--- src/rtl/core/aet_pkg.sv ---
package aet_pkg;

    // Token kinds as they leave the block.
    typedef enum logic [3:0] {
        KIND_NUMBER  = 4'd0,
        KIND_LPAREN  = 4'd1,
        KIND_RPAREN  = 4'd2,
        KIND_PLUS    = 4'd3,
        KIND_MINUS   = 4'd4,
        KIND_STAR    = 4'd5,
        KIND_SLASH   = 4'd6,
        KIND_SEMI    = 4'd7,
        KIND_EOL     = 4'd8,
        KIND_EOF     = 4'd9,
        KIND_UNKNOWN = 4'd10
    } t_kind;

    // Error codes attached to a token.
    typedef enum logic [1:0] {
        ERR_NONE     = 2'd0,
        ERR_POINT    = 2'd1,
        ERR_BYTE     = 2'd2,
        ERR_OVERFLOW = 2'd3
    } t_err;

    // Byte classes decided by the front end.
    typedef enum logic [2:0] {
        CLS_DIGIT,
        CLS_POINT,
        CLS_SPACE,
        CLS_EOF,
        CLS_NEWLINE,
        CLS_PUNCT,
        CLS_OTHER
    } t_cls;

    // Source characters the classifier looks for.
    localparam logic [7:0] CH_NUL     = 8'h00;
    localparam logic [7:0] CH_TAB     = 8'h09;
    localparam logic [7:0] CH_NEWLINE = 8'h0A;
    localparam logic [7:0] CH_CR      = 8'h0D;
    localparam logic [7:0] CH_SPACE   = 8'h20;
    localparam logic [7:0] CH_LPAREN  = 8'h28;
    localparam logic [7:0] CH_RPAREN  = 8'h29;
    localparam logic [7:0] CH_STAR    = 8'h2A;
    localparam logic [7:0] CH_PLUS    = 8'h2B;
    localparam logic [7:0] CH_MINUS   = 8'h2D;
    localparam logic [7:0] CH_POINT   = 8'h2E;
    localparam logic [7:0] CH_SLASH   = 8'h2F;
    localparam logic [7:0] CH_ZERO    = 8'h30;
    localparam logic [7:0] CH_NINE    = 8'h39;
    localparam logic [7:0] CH_SEMI    = 8'h3B;

    localparam logic [15:0] MAX16    = 16'hFFFF;
    localparam logic [31:0] MAX32    = 32'hFFFF_FFFF;
    localparam logic [4:0]  FRAC_MAX = 5'd31;

    localparam int AET_QUEUE_DEPTH = 4;

    // One classified byte as it travels through the queue.
    typedef struct packed {
        t_cls       cls;
        t_kind      kind;
        logic [3:0] digit;
    } t_item;

    // One result token.
    typedef struct packed {
        t_kind       kind;
        logic [31:0] mantissa;
        logic [4:0]  frac;
        logic [15:0] line;
        logic [15:0] column;
        t_err        err;
        logic        last;
    } t_tok;

endpackage

--- src/rtl/core/aet_front.sv ---
module aet_front (
    input  logic [7:0]    i_char_byte,
    output aet_pkg::t_item o_item
);
    import aet_pkg::*;

    // Decode the byte into a class, a token kind and a digit value.
    always_comb begin
        o_item.digit = 4'(i_char_byte - CH_ZERO);
        o_item.kind  = KIND_UNKNOWN;
        o_item.cls   = CLS_OTHER;
        unique case (i_char_byte) inside
            [CH_ZERO:CH_NINE]:        o_item.cls = CLS_DIGIT;
            CH_POINT:                 o_item.cls = CLS_POINT;
            CH_SPACE, CH_TAB, CH_CR:  o_item.cls = CLS_SPACE;
            CH_NUL:                   o_item.cls = CLS_EOF;
            CH_NEWLINE: begin
                o_item.cls  = CLS_NEWLINE;
                o_item.kind = KIND_EOL;
            end
            CH_LPAREN: begin
                o_item.cls  = CLS_PUNCT;
                o_item.kind = KIND_LPAREN;
            end
            CH_RPAREN: begin
                o_item.cls  = CLS_PUNCT;
                o_item.kind = KIND_RPAREN;
            end
            CH_PLUS: begin
                o_item.cls  = CLS_PUNCT;
                o_item.kind = KIND_PLUS;
            end
            CH_MINUS: begin
                o_item.cls  = CLS_PUNCT;
                o_item.kind = KIND_MINUS;
            end
            CH_STAR: begin
                o_item.cls  = CLS_PUNCT;
                o_item.kind = KIND_STAR;
            end
            CH_SLASH: begin
                o_item.cls  = CLS_PUNCT;
                o_item.kind = KIND_SLASH;
            end
            CH_SEMI: begin
                o_item.cls  = CLS_PUNCT;
                o_item.kind = KIND_SEMI;
            end
            default: o_item.cls = CLS_OTHER;
        endcase
    end

endmodule

--- src/rtl/core/aet_queue.sv ---
module aet_queue #(
    parameter int DEPTH = aet_pkg::AET_QUEUE_DEPTH
) (
    input  logic           i_clk,
    input  logic           i_rst_n,
    input  logic           i_wr_valid,
    output logic           o_wr_ready,
    input  aet_pkg::t_item i_wr_item,
    output logic           o_rd_valid,
    input  logic           i_rd_ready,
    output aet_pkg::t_item o_rd_item
);
    import aet_pkg::*;

    localparam int PW = (DEPTH > 1) ? $clog2(DEPTH) : 1;
    localparam int CW = $clog2(DEPTH + 1);
    localparam logic [PW-1:0] LAST_PTR = PW'(DEPTH - 1);
    localparam logic [CW-1:0] FULL_CNT = CW'(DEPTH);

    t_item         r_mem [DEPTH];
    logic [PW-1:0] r_head;
    logic [PW-1:0] r_tail;
    logic [CW-1:0] r_count;
    logic          push;
    logic          pop;

    assign o_wr_ready = (r_count != FULL_CNT);
    assign o_rd_valid = (r_count != '0);
    assign o_rd_item  = r_mem[r_head];
    assign push       = i_wr_valid && o_wr_ready;
    assign pop        = o_rd_valid && i_rd_ready;

    // Storage write at the tail.
    always_ff @(posedge i_clk) begin
        if (push) begin
            r_mem[r_tail] <= i_wr_item;
        end
    end

    // Pointers and fill count.
    always_ff @(posedge i_clk) begin
        if (!i_rst_n) begin
            r_head  <= '0;
            r_tail  <= '0;
            r_count <= '0;
        end else begin
            if (push) begin
                r_tail <= (r_tail == LAST_PTR) ? '0 : r_tail + PW'(1);
            end
            if (pop) begin
                r_head <= (r_head == LAST_PTR) ? '0 : r_head + PW'(1);
            end
            if (push && !pop) begin
                r_count <= r_count + CW'(1);
            end else if (pop && !push) begin
                r_count <= r_count - CW'(1);
            end
        end
    end

endmodule

--- src/rtl/core/aet_back.sv ---
module aet_back (
    input  logic           i_clk,
    input  logic           i_rst_n,
    input  logic           i_item_valid,
    output logic           o_item_ready,
    input  aet_pkg::t_item i_item,
    output logic           o_tok_valid,
    input  logic           i_tok_ready,
    output aet_pkg::t_tok  o_tok
);
    import aet_pkg::*;

    // Scanner state.
    logic        r_in_number, n_in_number;
    logic        r_seen_point, n_seen_point;
    logic [31:0] r_mant, n_mant;
    logic [4:0]  r_frac, n_frac;
    logic        r_ovf, n_ovf;
    logic [15:0] r_start_line, n_start_line;
    logic [15:0] r_start_col, n_start_col;
    logic [15:0] r_cur_line, n_cur_line;
    logic [15:0] r_cur_col, n_cur_col;

    // Output slot and the pending second token.
    t_tok r_out;
    logic r_out_valid;
    t_tok r_pend;
    logic r_pend_valid;

    logic        slot_free;
    logic        take;
    logic [35:0] acc_next;
    logic        fits;
    logic [15:0] cons_line;
    logic [15:0] cons_col;
    logic        num_emit;
    t_err        num_err;
    logic        fresh;
    logic        fresh_have;
    t_tok        num_tok;
    t_tok        fresh_tok;
    t_tok        tok0;
    t_tok        tok1;
    logic        have0;
    logic        have1;

    assign slot_free    = !r_out_valid || i_tok_ready;
    assign o_item_ready = slot_free && !r_pend_valid;
    assign take         = i_item_valid && o_item_ready;
    assign o_tok_valid  = r_out_valid;
    assign o_tok        = r_out;

    // Mantissa times ten plus the new digit; it fits when no bit lands above bit 31.
    assign acc_next = ({4'd0, r_mant} << 3) + ({4'd0, r_mant} << 1) + {32'd0, i_item.digit};
    assign fits     = (acc_next[35:32] == 4'd0);

    // Position after consuming this byte.
    always_comb begin
        if (i_item.cls == CLS_NEWLINE) begin
            cons_line = (r_cur_line == MAX16) ? r_cur_line : r_cur_line + 16'd1;
            cons_col  = 16'd1;
        end else begin
            cons_line = r_cur_line;
            cons_col  = (r_cur_col == MAX16) ? r_cur_col : r_cur_col + 16'd1;
        end
    end

    // Scanner step: next state and up to two tokens.
    always_comb begin
        n_in_number  = r_in_number;
        n_seen_point = r_seen_point;
        n_mant       = r_mant;
        n_frac       = r_frac;
        n_ovf        = r_ovf;
        n_start_line = r_start_line;
        n_start_col  = r_start_col;
        n_cur_line   = r_cur_line;
        n_cur_col    = r_cur_col;
        num_emit     = 1'b0;
        num_err      = ERR_NONE;
        fresh        = 1'b0;
        fresh_have   = 1'b0;

        fresh_tok.kind     = i_item.kind;
        fresh_tok.mantissa = '0;
        fresh_tok.frac     = '0;
        fresh_tok.line     = r_cur_line;
        fresh_tok.column   = r_cur_col;
        fresh_tok.err      = (i_item.kind == KIND_UNKNOWN) ? ERR_BYTE : ERR_NONE;
        fresh_tok.last     = 1'b1;

        if (r_in_number) begin
            if (i_item.cls == CLS_DIGIT) begin
                if (r_seen_point) begin
                    if (fits && r_frac != FRAC_MAX) begin
                        n_mant = acc_next[31:0];
                        n_frac = r_frac + 5'd1;
                    end else begin
                        n_ovf = 1'b1;
                    end
                end else if (fits) begin
                    n_mant = acc_next[31:0];
                end else begin
                    n_mant = MAX32;
                    n_ovf  = 1'b1;
                end
                n_cur_line = cons_line;
                n_cur_col  = cons_col;
            end else if (i_item.cls == CLS_POINT && !r_seen_point) begin
                n_seen_point = 1'b1;
                n_cur_line   = cons_line;
                n_cur_col    = cons_col;
            end else begin
                // The number ends here; a second point also becomes an unknown token.
                num_emit     = 1'b1;
                n_in_number  = 1'b0;
                n_seen_point = 1'b0;
                n_mant       = '0;
                n_frac       = '0;
                n_ovf        = 1'b0;
                if (i_item.cls == CLS_POINT) begin
                    num_err       = ERR_POINT;
                    fresh_have    = 1'b1;
                    fresh_tok.kind = KIND_UNKNOWN;
                    fresh_tok.err  = ERR_BYTE;
                    n_cur_line    = cons_line;
                    n_cur_col     = cons_col;
                end else begin
                    num_err = r_ovf ? ERR_OVERFLOW : ERR_NONE;
                    fresh   = 1'b1;
                end
            end
        end else begin
            fresh = 1'b1;
        end

        // A byte handled with no number in progress, or after it has ended the number.
        if (fresh) begin
            unique case (i_item.cls)
                CLS_SPACE: begin
                    n_cur_line = cons_line;
                    n_cur_col  = cons_col;
                end
                CLS_DIGIT: begin
                    n_in_number  = 1'b1;
                    n_seen_point = 1'b0;
                    n_mant       = {28'd0, i_item.digit};
                    n_frac       = '0;
                    n_ovf        = 1'b0;
                    n_start_line = r_cur_line;
                    n_start_col  = r_cur_col;
                    n_cur_line   = cons_line;
                    n_cur_col    = cons_col;
                end
                CLS_EOF: begin
                    fresh_have     = 1'b1;
                    fresh_tok.kind = KIND_EOF;
                    fresh_tok.err  = ERR_NONE;
                    n_cur_line     = 16'd1;
                    n_cur_col      = 16'd0;
                end
                default: begin
                    fresh_have = 1'b1;
                    n_cur_line = cons_line;
                    n_cur_col  = cons_col;
                end
            endcase
        end

        num_tok.kind     = KIND_NUMBER;
        num_tok.mantissa = r_mant;
        num_tok.frac     = r_frac;
        num_tok.line     = r_start_line;
        num_tok.column   = r_start_col;
        num_tok.err      = num_err;
        num_tok.last     = !fresh_have;

        have0 = num_emit || fresh_have;
        have1 = num_emit && fresh_have;
        tok0  = num_emit ? num_tok : fresh_tok;
        tok1  = fresh_tok;
    end

    // Scanner state registers.
    always_ff @(posedge i_clk) begin
        if (!i_rst_n) begin
            r_in_number  <= 1'b0;
            r_seen_point <= 1'b0;
            r_mant       <= '0;
            r_frac       <= '0;
            r_ovf        <= 1'b0;
            r_start_line <= 16'd1;
            r_start_col  <= 16'd0;
            r_cur_line   <= 16'd1;
            r_cur_col    <= 16'd0;
        end else if (take) begin
            r_in_number  <= n_in_number;
            r_seen_point <= n_seen_point;
            r_mant       <= n_mant;
            r_frac       <= n_frac;
            r_ovf        <= n_ovf;
            r_start_line <= n_start_line;
            r_start_col  <= n_start_col;
            r_cur_line   <= n_cur_line;
            r_cur_col    <= n_cur_col;
        end
    end

    // Output valid flags.
    always_ff @(posedge i_clk) begin
        if (!i_rst_n) begin
            r_out_valid  <= 1'b0;
            r_pend_valid <= 1'b0;
        end else if (take) begin
            r_out_valid  <= have0 || (r_out_valid && !i_tok_ready);
            r_pend_valid <= have1;
        end else if (r_pend_valid && slot_free) begin
            r_out_valid  <= 1'b1;
            r_pend_valid <= 1'b0;
        end else begin
            r_out_valid  <= r_out_valid && !i_tok_ready;
        end
    end

    // Output payload.
    always_ff @(posedge i_clk) begin
        if (take) begin
            if (have0) begin
                r_out <= tok0;
            end
            if (have1) begin
                r_pend <= tok1;
            end
        end else if (r_pend_valid && slot_free) begin
            r_out <= r_pend;
        end
    end

`ifndef SYNTHESIS
    // A second token only waits behind a first one.
    a_pend_behind_out: assert property (@(posedge i_clk) disable iff (!i_rst_n)
        r_pend_valid |-> r_out_valid)
        else $error("pending token without a token in the output slot");

    // The token ahead of a pending one is never the last of its byte.
    a_pend_order: assert property (@(posedge i_clk) disable iff (!i_rst_n)
        r_pend_valid |-> (!r_out.last && r_pend.last))
        else $error("last flag out of order across a token pair");

    // A decimal point is only recorded inside a number.
    a_point_in_number: assert property (@(posedge i_clk) disable iff (!i_rst_n)
        r_seen_point |-> r_in_number)
        else $error("decimal point seen outside a number");

    // Fractional digits exist only after a point.
    a_frac_after_point: assert property (@(posedge i_clk) disable iff (!i_rst_n)
        (r_frac != 5'd0) |-> r_seen_point)
        else $error("fractional digits without a decimal point");
`endif

endmodule

--- src/rtl/core/arithmetic_expression_tokenizer_core.sv ---
// Arithmetic expression tokenizer. One source byte enters per beat on the input channel
// and each byte causes zero, one or two tokens on the output channel, the last of them
// flagged by o_last_of_run. A front decoder classifies each byte into a short queue; the
// scanner behind it updates the number and position state and fills a one-token output
// register plus a one-token holding slot. A byte is taken every cycle while the output is
// drained and the queue has room; a byte that ends a number and also yields a token of
// its own holds the scanner until its second token leaves the holding slot, since only
// one token leaves per cycle, and the queue absorbs that wait. A byte is registered in the
// queue, then its first token in the output register. No clearing pass runs after reset.
module arithmetic_expression_tokenizer_core #(
    parameter int QUEUE_DEPTH = aet_pkg::AET_QUEUE_DEPTH
) (
    input  logic        i_clk,
    input  logic        i_rst_n,
    input  logic        i_in_valid,
    output logic        o_in_ready,
    input  logic [7:0]  i_char_byte,
    output logic        o_out_valid,
    input  logic        i_out_ready,
    output logic [3:0]  o_token_kind,
    output logic [31:0] o_number_mantissa,
    output logic [4:0]  o_fraction_digits,
    output logic [15:0] o_token_line,
    output logic [15:0] o_token_column,
    output logic [1:0]  o_error_code,
    output logic        o_last_of_run
);
    import aet_pkg::*;

    t_item front_item;
    t_item q_item;
    logic  q_valid;
    logic  q_ready;
    t_tok  tok;

    aet_front u_front (
        .i_char_byte (i_char_byte),
        .o_item      (front_item)
    );

    aet_queue #(
        .DEPTH (QUEUE_DEPTH)
    ) u_queue (
        .i_clk      (i_clk),
        .i_rst_n    (i_rst_n),
        .i_wr_valid (i_in_valid),
        .o_wr_ready (o_in_ready),
        .i_wr_item  (front_item),
        .o_rd_valid (q_valid),
        .i_rd_ready (q_ready),
        .o_rd_item  (q_item)
    );

    aet_back u_back (
        .i_clk        (i_clk),
        .i_rst_n      (i_rst_n),
        .i_item_valid (q_valid),
        .o_item_ready (q_ready),
        .i_item       (q_item),
        .o_tok_valid  (o_out_valid),
        .i_tok_ready  (i_out_ready),
        .o_tok        (tok)
    );

    assign o_token_kind      = tok.kind;
    assign o_number_mantissa = tok.mantissa;
    assign o_fraction_digits = tok.frac;
    assign o_token_line      = tok.line;
    assign o_token_column    = tok.column;
    assign o_error_code      = tok.err;
    assign o_last_of_run     = tok.last;

endmodule

--- config.mk ---
export PLATFORM = sky130hd
export DESIGN_NAME = arithmetic_expression_tokenizer_core
export DESIGN_NICKNAME = d
export VERILOG_FILES = /design/src/rtl/core/aet_pkg.sv /design/src/rtl/core/aet_front.sv /design/src/rtl/core/aet_queue.sv /design/src/rtl/core/aet_back.sv /design/src/rtl/core/arithmetic_expression_tokenizer_core.sv
export SDC_FILE = /design/constraint.sdc
export NUM_CORES = 1
export LEC_CHECK = 0
export BUFFER_PORTS_ARGS = -buffer_cell sky130_fd_sc_hd__buf_2
export CAP_MARGIN = 10
export CORE_ASPECT_RATIO = 0.8
export CORE_MARGIN = 2
export CORE_UTILIZATION = 40
export CTS_CLUSTER_DIAMETER = 40
export CTS_CLUSTER_SIZE = 40
export DETAILED_ROUTE_END_ITERATION = 10
export PLACE_DENSITY = 0.55
export SLEW_MARGIN = 25
export SYNTH_ARGS = -nofsm -noshare
export SYNTH_HDL_FRONTEND = slang
export SYNTH_HIERARCHICAL = 1
export SYNTH_SLANG_ARGS = --single-unit
--- constraint.sdc ---
create_clock -name i_clk -period 15.6 [get_ports i_clk]
set_clock_uncertainty 0.1 [all_clocks]
set_input_delay 2.34 -clock i_clk [delete_from_list [all_inputs] [get_ports i_clk]]
set_output_delay 2.34 -clock i_clk [all_outputs]
set_load 0.005 [all_outputs]
Yosys cells after proc, flatten, opt, wreduce, memory -nomap -nowiden
Memory sizes are Yosys's and may differ from the RTL's. A register that Yosys moved wholly into a read port is not among the register bits. Cells that the tools add are included.

Flip-flop bits (word level): 227. Bits in writable memories: 44. Word-level logic and storage cells: 195. Memories kept: 1.

Memory list: u_queue.r_mem (words 4, bits a word 11, rd ports 1, clocked after Yosys merged registers in 1, wr ports 1, line aet_queue.sv:20) `t_item r_mem [DEPTH];`.

$add $sub $neg: 10. $lt $le $gt $ge: 2. Equality and inequality tests: 24. Mux-type cells: 97. Reduce and logical (&&, ||, !) cells: 36.

Operators with widths (number): $mux W76 (4); $mux W16 (16); $mux W32 (8); $eq A8 B6 Y1 const B (9); $add A35 B33 Y36 (1); $add A36 B4 Y36 (1); $mux W1 (36); $mux W5 (7); $add A16 B1 Y16 const B (2); $eq A16 B16 Y1 const B (2); $mux W2 (16); $pmux W4 S8 (1); $eq A8 B4 Y1 const B (3); $mux W4 (6); $pmux W3 S6 (1); $logic_and A1 B1 Y1 (11); $ge A8 B6 Y1 const B (1); $le A8 B6 Y1 const B (1); $logic_not A8 Y1 (1); $logic_not A1 Y1 (7); $reduce_or A7 Y1 (1); $eq A3 B2 Y1 const B (2); $mux W3 (2); $reduce_and A3 Y1 (2); 21 further kinds (28).

Depth between registers and ports, before layout
Depth after elaboration: 11. Depth in mapped cells: 17.

Hierarchy
Netlist, hierarchy kept.

By module, submodules not included: aet_back (instances 1, cells each 1276, area each 11785.1 sq um, sequential area each 5515.3 sq um); aet_queue (instances 1, cells each 108, area each 2063.2 sq um, sequential area each 1501.4 sq um); aet_front (instances 1, cells each 42, area each 284.0 sq um, sequential area each 0.0 sq um).

Least setup slack after synthesis
Ideal clock, no wire load.

Kind: input to register. Start point: input port i_out_ready. End point: register u_back.r_out, in the netlist u_back/o_tok[0] (enable). Setup time: 0.615 ns. Data arrival time: 7.733 ns. Slack: 7.152 ns. Stages on the path: 2. Path buffers: 0. Cell sequence: nor2b_1 o21ai_0.

Cells in the longest elaborated chain, start to end: 5. Elaborated cells between the ends (all ways): 7. Those cells by class: eq/ne (1); reduce/logical (6).

RTL lines: start: declaration (line arithmetic_expression_tokenizer_core.sv:19) `input logic i_out_ready,`; $logic_or A1 B1 Y1 * (line aet_back.sv:47) `assign slot_free = !r_out_valid || i_tok_ready;`; $logic_and A1 B1 Y1 (line aet_back.sv:48) `assign o_item_ready = slot_free && !r_pend_valid;`; $logic_and A1 B1 Y1 (line aet_back.sv:49) `assign take = i_item_valid && o_item_ready;`; $ne A2 B1 Y1 (no line) or $reduce_bool A2 Y1 (tied branches); $reduce_and A2 Y1 (no line) *; end signal: assignment (line aet_back.sv:229) `r_out <= tok0;`; end signal: assignment (line aet_back.sv:235) `r_out <= r_pend;`; end: declaration (line aet_back.sv:25) `t_tok r_out;`.

Every way passes the cells marked *; elsewhere a longest branch is shown, timed or not. A chain may end at the register's enable or synchronous reset.

==> out/metrics.cfg <==
[worst_setup_path]
critPathCaptureType = flop
crit_type = flop to flop
cp_slowest_stage_delay_ns = 0.87
cp_data_arrival_time_ns = 6.50
cp_top_family = compound AO/OA/AOI/OAI gates
required_ns = 15.92
path_cells = mux4_2, fa_1, inv_1, fa_1, nand2b_1, a21o_1, a21o_1, a2111oi_0, nor3_1, xor2_1, a41o_1, nand2_1, o211ai_1
crit_buf_inv = 1
cpMaxStageDelayCell = a41o_1
reg2reg_slack_ns = 9.43
crit_fanout = 20
crit_path_start_kind = flop

[logic_synthesis]
synth-async-reset-ratio_pct = 0
syn-cell-area_um2 = 14100
synth_edf_count = 157
avgSynthCellArea_um2 = 9.91
ys_ff_latch = 272
ys_types = 92
yosysWarningCount = 6
synth_cells = 1426
yosysSeqAreaShare_pct = 49.7
synth_top_flop_cell = edfxtp_1
synth_nets = 1514

[final_layout]
final_common_cell = nand2_1
multiInputGateArea_um2 = 6610
syn2layout_area_growth_pct = 13.3
fillers = 3366
final_cell_mix = nand2_1 (230), edfxtp_1 (157), nor2_1 (118), dfxtp_1 (115), buf_2 (89)
drive_gt1_share_pct = 14.0
final_util_pct = 46.0
final_area_um2 = 16000
nets = 1553
n_antenna_cell = 0
regArea_um2 = 7020

[route]
dr_total_vias = 10800
wl_per_cell_um = 18.0
antenna_left = 0
drc = 0
first_pass_iters = 5
initialDrtViolationCount = 752
finalWirelength_um = 35300
via_per_inst = 5.50

[power_and_ir_drop]
leakage_nw = 6.11
vdd_drop_max_uv = 88.2
powerDensity_nw_per_um2 = 147
power.total_mw = 2.36

[die]
die_x_um = 214
die_y_um = 172
start_util_pct = 40.6
ioPinCount = 90
die_area_um2 = 36900
rows = 61
core-area_um2 = 34800

[sta]
slew_headroom_pct = 22.2
slew_violations = 0
layout_min_cycle_time_ns = 6.17
post-route-period-util_pct = 39.6
rsz0062_at_grt = no
fmax_mhz = 162
setup_viol_count_final = 0
finalSetupTns_ns = 0
timing.final.hold_violations = 0
worst_pin_slew_ns = 1.16

[clock_tree]
cts-root-buf = clkbuf_16
postCtsSetupRepairBufs = 0
cts-htree-levels = 2
hold_buffers = 0
clock_path_buffers = 3
cts_sinks = 272
clkTransAtPathRegs_ns = 0.06
cts_buffers = 35
cts_resized = 0
cts_tree = done
insertion_delay_ns = 0.51

[place]
placed_area_um2 = 14800
io_buffers = 89
place.gp.congestion = 0.864
dp_hpwl_um = 23300

[grt]
grt.total_usage_pct = 19.1
grt_start_max_net_pins = 80
grt_first_pass_wirelength_um = 56500
grt_pass1_vias = 10100
antenna_found_initial = 0
grt_overflow_total = 0

[run]
drv_cap = 0

[outcome]
status = complete, no violations

[worst_hold_path]
hp-class = flop to flop

==> Yosys cell counts (10+ instances only) <==
library cell	n	area [um2]
edfxtp_1	157	4710
buf_2	14	70.1
nand3_1	39	195
a31oi_1	42	263
nor3_1	25	125
a21oi_1	87	435
o211ai_1	47	353
inv_1	27	101
a21o_1	21	158
mux4_2	11	248
xor2_1	22	193
nand2_1	230	863
buf_4	10	75.1
o21ai_0	48	240
or3_1	10	62.6
and3_1	43	269
nor2_1	120	450
clkbuf_1	64	240
dfxtp_1	115	2300
xnor2_1	20	175
nand4_1	18	113
ha_1	73	913
nand2b_1	10	62.6
==> cell families after synthesis <==
family	after synthesis	synth area share [%]
xor+xnor	42	2.60
compound gates	345	16.7
mux	17	2.18
fa+ha+maj	76	6.89
buf+inv	127	3.95
flops	272	49.7
simple gates	547	18.0
==> where the power goes <==
group | switching, mW | leakage [nW] | internal [mW]
registers | 0.0646 | 2.44 | 0.948
clock network | 0.314 | 0.560 | 0.480
logic | 0.359 | 3.12 | 0.192
total | 0.737 | 6.11 | 1.62
==> metrics by stage <==
step,setup WS [ns],hold WS [ns],cells
after CTS,9.45,0.355,1963
after global routing,8.87,0.369,1963
after global placement,9.74,0.343,1900
final,9.43,0.355,1963
after floorplan,7.15,0.306,1426
after detailed placement,9.50,0.347,1900
==> state kept, by name, indices dropped and copies added, names as in the netlist, 2 cells and up, named ones only <==
register	count
u_back/r_frac	5
u_queue/r_mem	44
u_back/r_cur_col	16
u_queue/r_count	3
u_queue/r_tail	2
u_back/o_tok	76
u_back/r_start_col	16
u_back/r_mant	32
u_queue/r_head	2
u_back/r_start_line	16
u_back/r_cur_line	16
u_back/r_pend	37
==> path summary, 6_finish.rpt <==
check	from	endpoint	cells past startpoint
setup / recovery	flop	u_back/r_mant[18]$_SDFFE_PN0P_	13
hold / removal	u_back/r_start_col[11]$_SDFFE_PN0P_	u_back/r_start_col[11]$_SDFFE_PN0P_	2
setup reg to reg	flop	u_back/r_mant[18]$_SDFFE_PN0P_	13
hold reg to reg	u_back/r_start_col[11]$_SDFFE_PN0P_	u_back/r_start_col[11]$_SDFFE_PN0P_	2
==> tightest hold or removal path, stage by stage, from the launching register on <==
cell and delay, ns:
dfxtp_1 0.30, nand2_1 0.05, a21oi_1 0.05
==> final cells by class <==
type | instances | share of cell area, %
clock buffers | 47 | 6.34
clock inverters | 16 | 0.875
inverters | 28 | 0.656
multi-input cells | 1027 | 41.3
flip-flops and latches | 272 | 43.8
well taps | 472 | 3.69
repair buffers | 101 | 3.34
==> metal layers <==
metal / part of all wire [%] / track usage (%) / vias up
li1: - / - / 5331
met1: 52 / 29.1 / 5163
met2: 41 / 27.9 / 252
met3: 5.5 / 3.34 / 50
met4: 1.6 / 4.41 / 0
met5: 0 / 0 / -
Power figures use the tool's default switching activity.
